[config.mk]
export PLATFORM = sky130hd
export DESIGN_NAME = grid_first_fit_rect_allocator
export DESIGN_NICKNAME = d
export VERILOG_FILES = /design/src/rtl/core/gffra_pkg.sv /design/src/rtl/core/grid_first_fit_rect_allocator.sv /design/src/rtl/core/gffra_ram.sv /design/src/rtl/core/gffra_fit.sv
export SDC_FILE = /design/constraint.sdc
export NUM_CORES = 2
export LEC_CHECK = 0
export BUFFER_PORTS_ARGS = -buffer_cell sky130_fd_sc_hd__buf_2
export CORE_UTILIZATION = 42
export CTS_CLUSTER_SIZE = 28
export DETAILED_ROUTE_END_ITERATION = 10
export GPL_TIMING_DRIVEN = 0
export PLACE_DENSITY_LB_ADDON = 0.2
export SYNTH_ARGS = -nofsm -noshare
export SYNTH_HDL_FRONTEND = slang
export SYNTH_SLANG_ARGS = --single-unit
[constraint.sdc]
create_clock -name i_clk -period 5.18 [get_ports i_clk]
set_input_delay 1.036 -clock i_clk [delete_from_list [all_inputs] [get_ports i_clk]]
set_output_delay 1.036 -clock i_clk [all_outputs]
set_load 0.01 [all_outputs]
[src/rtl/core/gffra_pkg.sv]
// Shared constants and types of the grid first-fit rectangle allocator.
// Used by the cell RAM user, the column fit search and the top level; no dependencies.
package gffra_pkg;

    localparam int MAX_COLUMNS = 16;
    localparam int MAX_ROWS    = 16;
    localparam int ID_BITS     = 8;

    localparam int CELL_COUNT = MAX_COLUMNS * MAX_ROWS;
    localparam int ADDR_W     = (CELL_COUNT > 1) ? $clog2(CELL_COUNT) : 1;
    localparam int COL_W      = (MAX_COLUMNS > 1) ? $clog2(MAX_COLUMNS) : 1;
    localparam int ROW_W      = (MAX_ROWS > 1) ? $clog2(MAX_ROWS) : 1;
    localparam int COLS_CW    = $clog2(MAX_COLUMNS + 1);
    localparam int ROWS_CW    = $clog2(MAX_ROWS + 1);

    // size fields of requests and of the grid registers
    localparam int DIM_W = 5;
    localparam int SUM_W = $clog2(MAX_COLUMNS + MAX_ROWS + 2 ** DIM_W) + 1;
    localparam int POS_W = 4;

    localparam int CFG_DATA_W = 32;
    localparam int PADDR_W    = 3;

    localparam logic [DIM_W-1:0] GRID_RESET = DIM_W'(16);

    typedef enum logic {
        REQ_PLACE  = 1'b0,
        REQ_REMOVE = 1'b1
    } t_req;

    typedef enum logic {
        REG_GRID_COLUMNS = 1'b0,
        REG_GRID_ROWS    = 1'b1
    } t_reg;

    typedef struct packed {
        logic             found;
        logic [COL_W-1:0] col;
    } t_fit;

endpackage

[src/rtl/core/grid_first_fit_rect_allocator.sv]
// Grid first-fit rectangle allocator: request channel, response channel, APB config port.
// Depends on gffra_pkg, gffra_ram and gffra_fit.
//
// Usage:
//   A request (type, id, width, height) is taken when i_req_valid and o_req_ready
//   are high; o_req_ready is high only while the sequencer is idle. Each request
//   gives exactly one response (ok, pos_col, pos_row, turned) on o_rsp_valid.
//   Place: rows are scanned top to bottom; each candidate row ORs h occupancy rows
//   into one mask (S_ACC), then runs the column search on it (S_FIT). A failed scan
//   retries once with width and height swapped. A hit fills w*h cells, one RAM write
//   per cycle. The shared row accumulator and the single RAM write port set the
//   speed of a place.
//   Remove: a sweep over all CELL_COUNT cells, the compare running one cell behind
//   the RAM read, then a drain state.
//   A request with id zero, or a place with a zero size, goes straight to S_DONE.
//   Reset clears every occupancy bit at once, so the grid reads empty with no
//   clearing pass, and sets both grid sizes to 16.
//   The response sits in an output register; the next request is taken while it
//   waits, and the block stalls only when a second response is ready before the
//   first was taken.
//   Grid sizes are written over APB (columns at 0x0, rows at 0x4). The user must
//   write them only while idle; the block itself does not enforce this.
module grid_first_fit_rect_allocator
    import gffra_pkg::*;
(
    input  logic                  i_clk,
    input  logic                  i_rst_n,

    input  logic                  i_req_valid,
    output logic                  o_req_ready,
    input  logic                  i_req_type,
    input  logic [7:0]            i_item_id,
    input  logic [DIM_W-1:0]      i_item_width,
    input  logic [DIM_W-1:0]      i_item_height,

    output logic                  o_rsp_valid,
    input  logic                  i_rsp_ready,
    output logic                  o_ok,
    output logic [POS_W-1:0]      o_pos_col,
    output logic [POS_W-1:0]      o_pos_row,
    output logic                  o_turned,

    input  logic                  psel,
    input  logic                  penable,
    input  logic                  pwrite,
    input  logic [PADDR_W-1:0]    paddr,
    input  logic [CFG_DATA_W-1:0] pwdata,
    output logic [CFG_DATA_W-1:0] prdata,
    output logic                  pready
);

    typedef enum logic [7:0] {
        S_IDLE  = 8'b0000_0001,
        S_ROW   = 8'b0000_0010,
        S_ACC   = 8'b0000_0100,
        S_FIT   = 8'b0000_1000,
        S_FILL  = 8'b0001_0000,
        S_CLR   = 8'b0010_0000,
        S_DRAIN = 8'b0100_0000,
        S_DONE  = 8'b1000_0000
    } t_state;

    function automatic logic [ADDR_W-1:0] cell_addr(input logic [ROW_W-1:0] row,
                                                    input logic [COL_W-1:0] col);
        cell_addr = ADDR_W'(ADDR_W'(row) * ADDR_W'(MAX_COLUMNS) + ADDR_W'(col));
    endfunction

    t_state                 r_state, n_state;
    logic [DIM_W-1:0]       r_cfg_cols, r_cfg_rows;
    logic [MAX_COLUMNS-1:0] r_occ [MAX_ROWS];
    logic [MAX_COLUMNS-1:0] n_occ [MAX_ROWS];
    logic [ID_BITS-1:0]     r_id, n_id;
    logic [DIM_W-1:0]       r_w, n_w, r_h, n_h;
    logic                   r_turned, n_turned;
    logic                   r_res_ok, n_res_ok;
    logic [ROWS_CW-1:0]     r_r0, n_r0;
    logic [ROW_W-1:0]       r_y, n_y;
    logic [MAX_COLUMNS-1:0] r_acc, n_acc;
    logic [COL_W-1:0]       r_pc, n_pc, r_fx, n_fx, r_c, n_c, r_chk_c, n_chk_c;
    logic [ROW_W-1:0]       r_pr, n_pr, r_fy, n_fy, r_r, n_r, r_chk_r, n_chk_r;
    logic                   r_chk_valid, n_chk_valid;
    logic                   r_out_valid, n_out_valid;
    logic                   r_ok, n_ok, r_out_turned, n_out_turned;
    logic [POS_W-1:0]       r_pos_col, n_pos_col, r_pos_row, n_pos_row;

    logic [COLS_CW-1:0]     used_cols;
    logic [ROWS_CW-1:0]     used_rows;
    logic [ROW_W-1:0]       acc_row, fill_row;
    logic [COL_W-1:0]       fill_col;
    logic                   ram_we;
    logic [ADDR_W-1:0]      ram_waddr, ram_raddr;
    logic [ID_BITS-1:0]     ram_rdata;
    logic                   cfg_wr;
    t_reg                   cfg_reg;
    t_fit                   fit;

    // ---------------- configuration ----------------
    assign pready  = 1'b1;
    assign cfg_wr  = psel && penable && pwrite;
    assign cfg_reg = t_reg'(paddr[2]);

    always_ff @(posedge i_clk) begin
        if (!i_rst_n) begin
            r_cfg_cols <= GRID_RESET;
            r_cfg_rows <= GRID_RESET;
        end else if (cfg_wr) begin
            case (cfg_reg)
                REG_GRID_COLUMNS: r_cfg_cols <= pwdata[DIM_W-1:0];
                REG_GRID_ROWS:    r_cfg_rows <= pwdata[DIM_W-1:0];
                default: ;
            endcase
        end
    end

    always_comb begin
        case (cfg_reg)
            REG_GRID_COLUMNS: prdata = CFG_DATA_W'(r_cfg_cols);
            REG_GRID_ROWS:    prdata = CFG_DATA_W'(r_cfg_rows);
            default:          prdata = '0;
        endcase
    end

    assign used_cols = (SUM_W'(r_cfg_cols) > SUM_W'(MAX_COLUMNS)) ? COLS_CW'(MAX_COLUMNS)
                                                                 : COLS_CW'(r_cfg_cols);
    assign used_rows = (SUM_W'(r_cfg_rows) > SUM_W'(MAX_ROWS)) ? ROWS_CW'(MAX_ROWS)
                                                              : ROWS_CW'(r_cfg_rows);

    // ---------------- datapath ----------------
    assign acc_row  = ROW_W'(SUM_W'(r_r0) + SUM_W'(r_y));
    assign fill_row = ROW_W'(SUM_W'(r_pr) + SUM_W'(r_fy));
    assign fill_col = COL_W'(SUM_W'(r_pc) + SUM_W'(r_fx));
    assign ram_waddr = cell_addr(fill_row, fill_col);
    assign ram_raddr = cell_addr(r_r, r_c);

    gffra_ram #(
        .WIDTH (ID_BITS),
        .DEPTH (CELL_COUNT)
    ) u_cells (
        .i_clk   (i_clk),
        .i_we    (ram_we),
        .i_waddr (ram_waddr),
        .i_wdata (r_id),
        .i_raddr (ram_raddr),
        .o_rdata (ram_rdata)
    );

    gffra_fit u_fit (
        .i_busy  (r_acc),
        .i_width (r_w),
        .i_cols  (used_cols),
        .o_fit   (fit)
    );

    // ---------------- sequencer ----------------
    always_comb begin
        n_state      = r_state;
        n_occ        = r_occ;
        n_id         = r_id;
        n_w          = r_w;
        n_h          = r_h;
        n_turned     = r_turned;
        n_res_ok     = r_res_ok;
        n_r0         = r_r0;
        n_y          = r_y;
        n_acc        = r_acc;
        n_pc         = r_pc;
        n_pr         = r_pr;
        n_fx         = r_fx;
        n_fy         = r_fy;
        n_c          = r_c;
        n_r          = r_r;
        n_chk_c      = r_chk_c;
        n_chk_r      = r_chk_r;
        n_chk_valid  = 1'b0;
        n_ok         = r_ok;
        n_pos_col    = r_pos_col;
        n_pos_row    = r_pos_row;
        n_out_turned = r_out_turned;
        n_out_valid  = r_out_valid && !i_rsp_ready;
        ram_we       = 1'b0;

        // remove compare stage, one cell behind the RAM read
        if (r_chk_valid && r_occ[r_chk_r][r_chk_c] && (ram_rdata == r_id)) begin
            n_occ[r_chk_r][r_chk_c] = 1'b0;
            n_res_ok                = 1'b1;
        end

        case (r_state)
            S_IDLE: begin
                if (i_req_valid) begin
                    n_id     = ID_BITS'(i_item_id);
                    n_w      = i_item_width;
                    n_h      = i_item_height;
                    n_turned = 1'b0;
                    n_res_ok = 1'b0;
                    n_pc     = '0;
                    n_pr     = '0;
                    n_r0     = '0;
                    n_r      = '0;
                    n_c      = '0;
                    if (ID_BITS'(i_item_id) == '0) begin
                        n_state = S_DONE;
                    end else if (t_req'(i_req_type) == REQ_REMOVE) begin
                        n_state = S_CLR;
                    end else if (i_item_width == '0 || i_item_height == '0) begin
                        n_state = S_DONE;
                    end else begin
                        n_state = S_ROW;
                    end
                end
            end
            S_ROW: begin
                if (SUM_W'(r_r0) + SUM_W'(r_h) > SUM_W'(used_rows)) begin
                    // scan exhausted: retry swapped once, then give up
                    if (!r_turned) begin
                        n_turned = 1'b1;
                        n_w      = r_h;
                        n_h      = r_w;
                        n_r0     = '0;
                    end else begin
                        n_res_ok = 1'b0;
                        n_pc     = '0;
                        n_pr     = '0;
                        n_state  = S_DONE;
                    end
                end else begin
                    n_acc   = '0;
                    n_y     = '0;
                    n_state = S_ACC;
                end
            end
            S_ACC: begin
                n_acc = r_acc | r_occ[acc_row];
                if (SUM_W'(r_y) + SUM_W'(1) == SUM_W'(r_h)) begin
                    n_state = S_FIT;
                end else begin
                    n_y = ROW_W'(SUM_W'(r_y) + SUM_W'(1));
                end
            end
            S_FIT: begin
                if (fit.found) begin
                    n_pc    = fit.col;
                    n_pr    = ROW_W'(r_r0);
                    n_fx    = '0;
                    n_fy    = '0;
                    n_state = S_FILL;
                end else begin
                    n_r0    = ROWS_CW'(SUM_W'(r_r0) + SUM_W'(1));
                    n_state = S_ROW;
                end
            end
            S_FILL: begin
                ram_we                  = 1'b1;
                n_occ[fill_row][fill_col] = 1'b1;
                if (SUM_W'(r_fx) + SUM_W'(1) == SUM_W'(r_w)) begin
                    n_fx = '0;
                    if (SUM_W'(r_fy) + SUM_W'(1) == SUM_W'(r_h)) begin
                        n_res_ok = 1'b1;
                        n_state  = S_DONE;
                    end else begin
                        n_fy = ROW_W'(SUM_W'(r_fy) + SUM_W'(1));
                    end
                end else begin
                    n_fx = COL_W'(SUM_W'(r_fx) + SUM_W'(1));
                end
            end
            S_CLR: begin
                n_chk_valid = 1'b1;
                n_chk_c     = r_c;
                n_chk_r     = r_r;
                if (r_c == COL_W'(MAX_COLUMNS - 1)) begin
                    n_c = '0;
                    if (r_r == ROW_W'(MAX_ROWS - 1)) begin
                        n_r     = '0;
                        n_state = S_DRAIN;
                    end else begin
                        n_r = ROW_W'(SUM_W'(r_r) + SUM_W'(1));
                    end
                end else begin
                    n_c = COL_W'(SUM_W'(r_c) + SUM_W'(1));
                end
            end
            S_DRAIN: begin
                n_state = S_DONE;
            end
            S_DONE: begin
                // hold until the output register is free
                if (!r_out_valid || i_rsp_ready) begin
                    n_out_valid  = 1'b1;
                    n_ok         = r_res_ok;
                    n_pos_col    = POS_W'(r_pc);
                    n_pos_row    = POS_W'(r_pr);
                    n_out_turned = r_turned;
                    n_state      = S_IDLE;
                end
            end
            default: begin
                n_state = S_IDLE;
            end
        endcase
    end

    always_ff @(posedge i_clk) begin
        if (!i_rst_n) begin
            r_state     <= S_IDLE;
            r_occ       <= '{default: '0};
            r_chk_valid <= 1'b0;
            r_out_valid <= 1'b0;
        end else begin
            r_state     <= n_state;
            r_occ       <= n_occ;
            r_chk_valid <= n_chk_valid;
            r_out_valid <= n_out_valid;
        end
    end

    always_ff @(posedge i_clk) begin
        r_id         <= n_id;
        r_w          <= n_w;
        r_h          <= n_h;
        r_turned     <= n_turned;
        r_res_ok     <= n_res_ok;
        r_r0         <= n_r0;
        r_y          <= n_y;
        r_acc        <= n_acc;
        r_pc         <= n_pc;
        r_pr         <= n_pr;
        r_fx         <= n_fx;
        r_fy         <= n_fy;
        r_c          <= n_c;
        r_r          <= n_r;
        r_chk_c      <= n_chk_c;
        r_chk_r      <= n_chk_r;
        r_ok         <= n_ok;
        r_pos_col    <= n_pos_col;
        r_pos_row    <= n_pos_row;
        r_out_turned <= n_out_turned;
    end

    assign o_req_ready = (r_state == S_IDLE);
    assign o_rsp_valid = r_out_valid;
    assign o_ok        = r_ok;
    assign o_pos_col   = r_pos_col;
    assign o_pos_row   = r_pos_row;
    assign o_turned    = r_out_turned;

endmodule

[src/rtl/core/gffra_ram.sv]
// Generic simple dual-port RAM: one write port, one read port with registered data.
// No dependencies; contents are undefined until written.
module gffra_ram #(
    parameter int WIDTH = 8,
    parameter int DEPTH = 256
) (
    input  logic                     i_clk,
    input  logic                     i_we,
    input  logic [$clog2(DEPTH)-1:0] i_waddr,
    input  logic [WIDTH-1:0]         i_wdata,
    input  logic [$clog2(DEPTH)-1:0] i_raddr,
    output logic [WIDTH-1:0]         o_rdata
);

    logic [WIDTH-1:0] r_mem [DEPTH];
    logic [WIDTH-1:0] r_rdata;

    always_ff @(posedge i_clk) begin
        if (i_we) begin
            r_mem[i_waddr] <= i_wdata;
        end
        r_rdata <= r_mem[i_raddr];
    end

    assign o_rdata = r_rdata;

endmodule

[src/rtl/core/gffra_fit.sv]
// Column search: first column where a window of the given width is free in a row mask.
// Depends on gffra_pkg.
module gffra_fit
    import gffra_pkg::*;
(
    input  logic [MAX_COLUMNS-1:0] i_busy,
    input  logic [DIM_W-1:0]       i_width,
    input  logic [COLS_CW-1:0]     i_cols,
    output t_fit                   o_fit
);

    logic [MAX_COLUMNS-1:0] c_free;

    for (genvar c = 0; c < MAX_COLUMNS; c++) begin : g_col
        logic [MAX_COLUMNS-1:0] win;
        for (genvar b = 0; b < MAX_COLUMNS; b++) begin : g_bit
            assign win[b] = (b >= c) && (SUM_W'(b) < SUM_W'(c) + SUM_W'(i_width));
        end
        assign c_free[c] = (SUM_W'(c) + SUM_W'(i_width) <= SUM_W'(i_cols))
                           && ((i_busy & win) == '0);
    end

    // lowest free column wins
    always_comb begin
        o_fit = '0;
        for (int c = MAX_COLUMNS - 1; c >= 0; c--) begin
            if (c_free[c]) begin
                o_fit.found = 1'b1;
                o_fit.col   = COL_W'(c);
            end
        end
    end

endmodule

# [After elaboration in Yosys (flattened, before gate mapping)]
# Memory sizes are Yosys's and may differ from the RTL's. A register that Yosys moved wholly into a read port is not among the register bits.
# Cells that the tools add are included.
[word_totals] output_inout_bits=45 latch_bits=0 memories=1 ramBits=2048 word_cells=458 in_bits=61 mem_bits_ro=0 reg_bits=363
[mem_list] memory="u_cells.r_mem" depth=256 word_bits=8 rd=1 rd_clocked_by_memory_dff=1 wr=1 line="gffra_ram.sv:15" source="logic [WIDTH-1:0] r_mem [DEPTH];"
[op_classes] bitwise_logic=24 multipliers=0 reduce_logical=68 addsub=27 n_mux=103 n_lt_le_gt_ge=164 n_shift=0 div_mod_pow=0 n_eq_ne=30
[ops] op="4-bit by 7-bit < comparator with 1-bit output (first input constant)" n=91
[ops] op="256-bit 2-to-1 mux" n=2
[ops] op="16-bit bitwise AND" n=16
[ops] op="256-bit bitwise AND" n=1
[ops] op="16-bit zero test" n=16
[ops] op="256-bit inverter" n=1
[ops] op="256-bit OR" n=1
[ops] op="3-bit by 7-bit < comparator with 1-bit output (first input constant)" n=22
[ops] op="5-bit 2-to-1 mux" n=29
[ops] op="16-bit binary-select mux with 4-bit select" n=2
[ops] op="16-bit demux with 4-bit select" n=2
[ops] op="16-bit 2-to-1 mux" n=7
[ops] op="8-bit 2-to-1 mux" n=12
[ops] op="7-bit by 5-bit <= comparator with 1-bit output" n=12
[ops] op="32-bit case mux with 2 select lines" n=1
[ops] op="8-bit case mux with 8 select lines" n=1
[ops] op="4-bit 2-to-1 mux" n=14
[ops] op="4-bit by 5-bit adder with 6-bit output (first input constant)" n=8
[ops] op="4-bit by 5-bit < comparator with 1-bit output (first input constant)" n=8
[ops] op="4-bit case mux with 2 select lines" n=5
[ops] op="2-bit by 7-bit < comparator with 1-bit output (first input constant)" n=5
[ops] op="16-bit case mux with 2 select lines" n=1
[ops] op="2-bit inequality test (second input constant)" n=15
[ops] op="1-bit logical AND" n=25
[ops] op="56 further kinds" n=119

# [Logic depth before layout (Yosys ltp)]
[logic_depth] word_depth=23 mapped_depth=16

# [Modules after synthesis]
# A second synthesis with hierarchy kept.
[hier_totals] hier_cells=6469 hier_area_um2=105045.7
[by_module_without_submodules] module="gffra_ram" cells_per_inst=3733 seq_area_each_um2=61659.1 instances=1 area_per_inst_um2=79556.3
[by_module_without_submodules] module="grid_first_fit_rect_allocator" cells_per_inst=2198 seq_area_each_um2=8127.8 instances=1 area_per_inst_um2=21629.5
[by_module_without_submodules] module="gffra_fit" cells_per_inst=538 seq_area_each_um2=0.0 instances=1 area_per_inst_um2=3860.0

# [Least setup slack after synthesis]
# OpenSTA, ideal clock, no wires.
[synth_timing] path_kind="reg2reg" start="register r_id[6]" end="register r_occ[188] (netlist name)" synth_period_minus_slack_ps=5129 setup_slack_ps=51 required_ps=5060 t_arrival_ps=5009 setup_ps=120 path_stages_with_launch=12 cell_sequence="edfxtp_1 xnor2_1 nand3_1 nor3_1 and3_1 nand4_1 o41ai_4 buf_6 nand3_2 buf_2 o21ai_0 a21boi_1"
[synth_via] elab_chain_len=5
[synth_rtl] item="start, declared" line="grid_first_fit_rect_allocator.sv:72" source="logic [ID_BITS-1:0] r_id, n_id;"
[synth_rtl] item="start signal, assigned" line="grid_first_fit_rect_allocator.sv:318" source="r_id <= n_id;"
[synth_rtl] item="8-bit == test (*)" line="grid_first_fit_rect_allocator.sv:183" source="if (r_chk_valid && r_occ[r_chk_r][r_chk_c] && (ram_rdata == r_id)) begin"
[synth_rtl] item="1-bit logical AND (*)" line="grid_first_fit_rect_allocator.sv:183"
[synth_rtl] item="256-bit 2-to-1 mux (*)" line="grid_first_fit_rect_allocator.sv:183"
[synth_rtl] item="256-bit OR (no source line)"
[synth_rtl] item="256-bit 2-to-1 mux (*)" line="grid_first_fit_rect_allocator.sv:188" source="case (r_state)"
[synth_rtl] item="end signal, assigned" line="grid_first_fit_rect_allocator.sv:311" source="r_occ <= n_occ;"
[synth_rtl] item="end, declared" line="grid_first_fit_rect_allocator.sv:70" source="logic [MAX_COLUMNS-1:0] r_occ [MAX_ROWS];"
# Every way passes the cells marked *; elsewhere a longest branch is shown, timed or not.
# A chain may end at the register's enable or synchronous reset.

# [Worst setup path after layout]
[layout_timing] start="register r_pc[1]" end="memory u_cells.r_mem[127][6], enable pin"
[layout_via] elab_chain_len=2
[layout_rtl] item="start, declared" line="grid_first_fit_rect_allocator.sv:79" source="logic [COL_W-1:0] r_pc, n_pc, r_fx, n_fx, r_c, n_c, r_chk_c, n_chk_c;"
[layout_rtl] item="start signal, assigned" line="grid_first_fit_rect_allocator.sv:326" source="r_pc <= n_pc;"
[layout_rtl] item="4-bit adder" line="grid_first_fit_rect_allocator.sv:131" source="assign fill_col = COL_W'(SUM_W'(r_pc) + SUM_W'(r_fx));"
[layout_rtl] item="8-bit by 4-bit adder with 8-bit output" line="grid_first_fit_rect_allocator.sv:65" source="cell_addr = ADDR_W'(ADDR_W'(row) * ADDR_W'(MAX_COLUMNS) + ADDR_W'(col));"
[layout_rtl] item="end, declared" line="gffra_ram.sv:15"
# Every way passes these cells.

==> results.py <==
metrics = {
    "drt": {
        "wl_per_cell_um": 35.7,
        "routed_via_density": 6.20,
        "first_pass_iters": 6,
        "drc": 0,
        "final_antenna_net_count": 0,
        "dr.first_iter.drc_count": 7955,
        "wl_um": 339000,
        "vias": 58900,
    },
    "finish": {
        "layout_common_cells": "2134 x edfxtp_1, 835 x mux4_2, 359 x nand2_1, 311 x o21ai_0, 303 x inv_1",
        "drive_above_1_share_pct": 24.0,
        "area_growth_pct": 15.3,
        "multi_input_area_um2": 29700,
        "final_core_util_pct": 48.8,
        "layout_commonest_cell": "edfxtp_1",
        "register_area_um2": 69800,
        "num-fill-cells": 20000,
        "nets": 6270,
    },
    "pwr": {
        "total_power_mw": 59.5,
        "p_leak_nw": 39.2,
        "max-vdd-ir-drop_mv": 0.361,
        "p_per_area_nw_per_um2": 506,
    },
    "placement": {
        "io_buffers": 46,
        "hpwl_um": 252000,
        "gp_congestion": 1.06,
    },
    "yosys": {
        "synth-seq-area-share_pct": 68.4,
        "yosys_warnings": 0,
        "synth_ff_type": "edfxtp_1",
        "async_flop_share_pct": 0,
        "synth-edff-count": 2134,
        "synthCells": 5669,
        "synth_area_um2": 102000,
        "synth_cell_types": 81,
        "avgSynthCellArea_um2": 18.0,
        "synth-seq-cells": 2419,
    },
    "critical_path": {
        "critPathCaptureType": "flop",
        "crit_top_cell": "nor2_1",
        "path_delay_family": "simple AND/OR/NAND/NOR gates",
        "critPathArrivalTime_ps": 5830,
        "crit_slowest_cell": "clkbuf_1",
        "crit_required_ps": 5740,
        "start_kind": "flop",
        "path_class": "flop to flop",
        "critical_path.max_stage_delay_ps": 920,
        "worstPathCellList": "ha_1 -> a21o_1 -> a21oi_1 -> xnor2_1 -> nor2_1 -> nand3_1 -> nor2_1 -> clkbuf_1 -> nand2_1 -> inv_1",
        "crit_path_max_fanout": 10,
        "critPathBufInv": 2,
    },
    "floorplanning": {
        "die_area_um2": 245000,
        "die_x_um": 495,
        "ios": 106,
        "start_util_pct": 42.3,
        "die_h_um": 495,
        "rows": 180,
        "coreArea_um2": 241000,
    },
    "clock_tree": {
        "clk_pin_slew_ps": 60,
        "cts_tree": "done",
        "clock_latency_ps": 980,
        "hold_buffers": 0,
        "ctsHtreeMaxLevel": 5,
        "numCtsBuffers": 279,
        "cts_root_buf": "clkbuf_16",
        "clock_path_buffers": 4,
        "cts.sinks": 2419,
    },
    "grt": {
        "gr-max-usage-layer": "met2",
        "grt_pass1_vias": 57500,
        "met3_usage_pct": 6.01,
        "grt_usage_pct": 27.7,
        "use_met2_pct": 42.0,
        "grt_pass1_wl_um": 466000,
        "antenna_found_initial": 25,
        "grt_max_degree": 34,
        "overflow": 0,
        "met1_usage_pct": 39.2,
    },
    "sta": {
        "final_max_slew_viol_count": 23,
        "hold_viol_final": 0,
        "skew_ps": 96.9,
        "max_clock_freq_mhz": 190,
        "whs_ps": 275,
        "min_period_over_period_pct": 102,
        "finalCriticalPeriod_ps": 5270,
        "rsz0062_at_grt": "false",
        "setup_viol": 31,
        "worst_pin_slew_ps": 1560,
        "setup_ws_ps": -89.1,
        "relSlewSlack_pct": -4.17,
    },
    "worst_hold_path": {
        "hp-class": "input pin to flop",
    },
    "run_status": {
        "outcome": "finished, violations left",
        "violations": "capacitance limit, slew limit, setup timing",
    },
    "job": {
        "max_cap_viol_count": 3,
    },
}
[cell families after synthesis]
| kind of cell | Yosys count | share of synthesized area, % |
|---|---|---|
| AOI/OAI and AO/OA | 799 | 5.06 |
| xor gates and xnor gates | 63 | 0.541 |
| adders and majority gates | 93 | 1.17 |
| buffers and inverters | 664 | 2.62 |
| DFF | 2419 | 68.4 |
| muxes | 859 | 18.7 |
| other | 2 | 0.00736 |
| and+or+nand+nor | 770 | 3.52 |
[report_power, final]
part	internal [mW]	switching [mW]
clock network	11.1	7.75
registers	22.4	0.373
logic	6.87	11.0
[layout make-up]
cell class | count | share of cell area, %
buffer | 354 | 1.48
inverter | 307 | 0.986
antenna | 7 | 0.0149
multi-input combinational | 2612 | 25.3
sequential | 2419 | 59.3
tap | 3185 | 3.39
clock inverter | 132 | 0.948
timing repair buffer | 144 | 2.25
clock buffer | 345 | 6.32
[layer usage]
| metal | up-vias | part of all wire, % |
|---|---|---|
| met5 | - | 0.028 |
| met4 | 14 | 4.1 |
| met3 | 600 | 9.3 |
| met2 | 3285 | 46 |
| met1 | 31400 | 41 |
| li1 | 23600 | - |
[state kept, by name, indices dropped and copies added, names as in the netlist, 5 cells and up]
signal           count
r_cfg_rows           5
u_cells.r_mem     2048
r_w                  5
r_id                 8
r_r0                 5
r_cfg_cols           5
u_cells.o_rdata      8
r_acc               16
r_state              8
r_occ              256
r_h                  5
[cell usage after synthesis, types with 39 or more instances]
cell / count / area share (%)
edfxtp_1: 2134 / 63
mux4_2: 835 / 18
nand2_1: 359 / 1.3
o21ai_0: 311 / 1.5
inv_1: 304 / 1.1
dfxtp_1: 285 / 5.6
clkbuf_1: 227 / 0.84
a21boi_0: 199 / 1.5
nor2_1: 158 / 0.58
ha_1: 88 / 1.1
a21boi_1: 72 / 0.53
a21oi_1: 68 / 0.33
buf_1: 68 / 0.25
xnor2_1: 46 / 0.39
nor2b_1: 40 / 0.25
nand3_1: 39 / 0.19
[through the flow]
step | instance area (um^2) | setup slack (ps) | TNS, ps | cells
after floorplan | 102000 | 51.4 | 0 | 5695
after global placement | 106000 | -4840 | -7161150 | 8926
after detailed placement | 109000 | -1040 | -20520 | 9018
after CTS | 118000 | 5.02 | 0 | 9496
after global routing | 118000 | 0.592 | 0 | 9499
final | 118000 | -89.1 | -913 | 9505
[final timing paths]
path | end | cells after the start | start | slack, ps
setup / recovery | u_cells.r_mem[127][6] | 10 | r_pc[1] | -90
hold / removal | r_id[5] | 1 | i_item_id[5] | 280
setup reg to reg | u_cells.r_mem[127][6] | 10 | r_pc[1] | -90
hold reg to reg | r_chk_c[2] | 0 | r_c[2] | 480
[repair_timing]
item                                    in CTS  in global routing
endpoints found under the hold margin        0                  0
resized for setup                           64                 44
endpoints found under the setup margin      55                263
setup buffers                                3                  2
No activity file was read; power rests on OpenSTA's default activity.
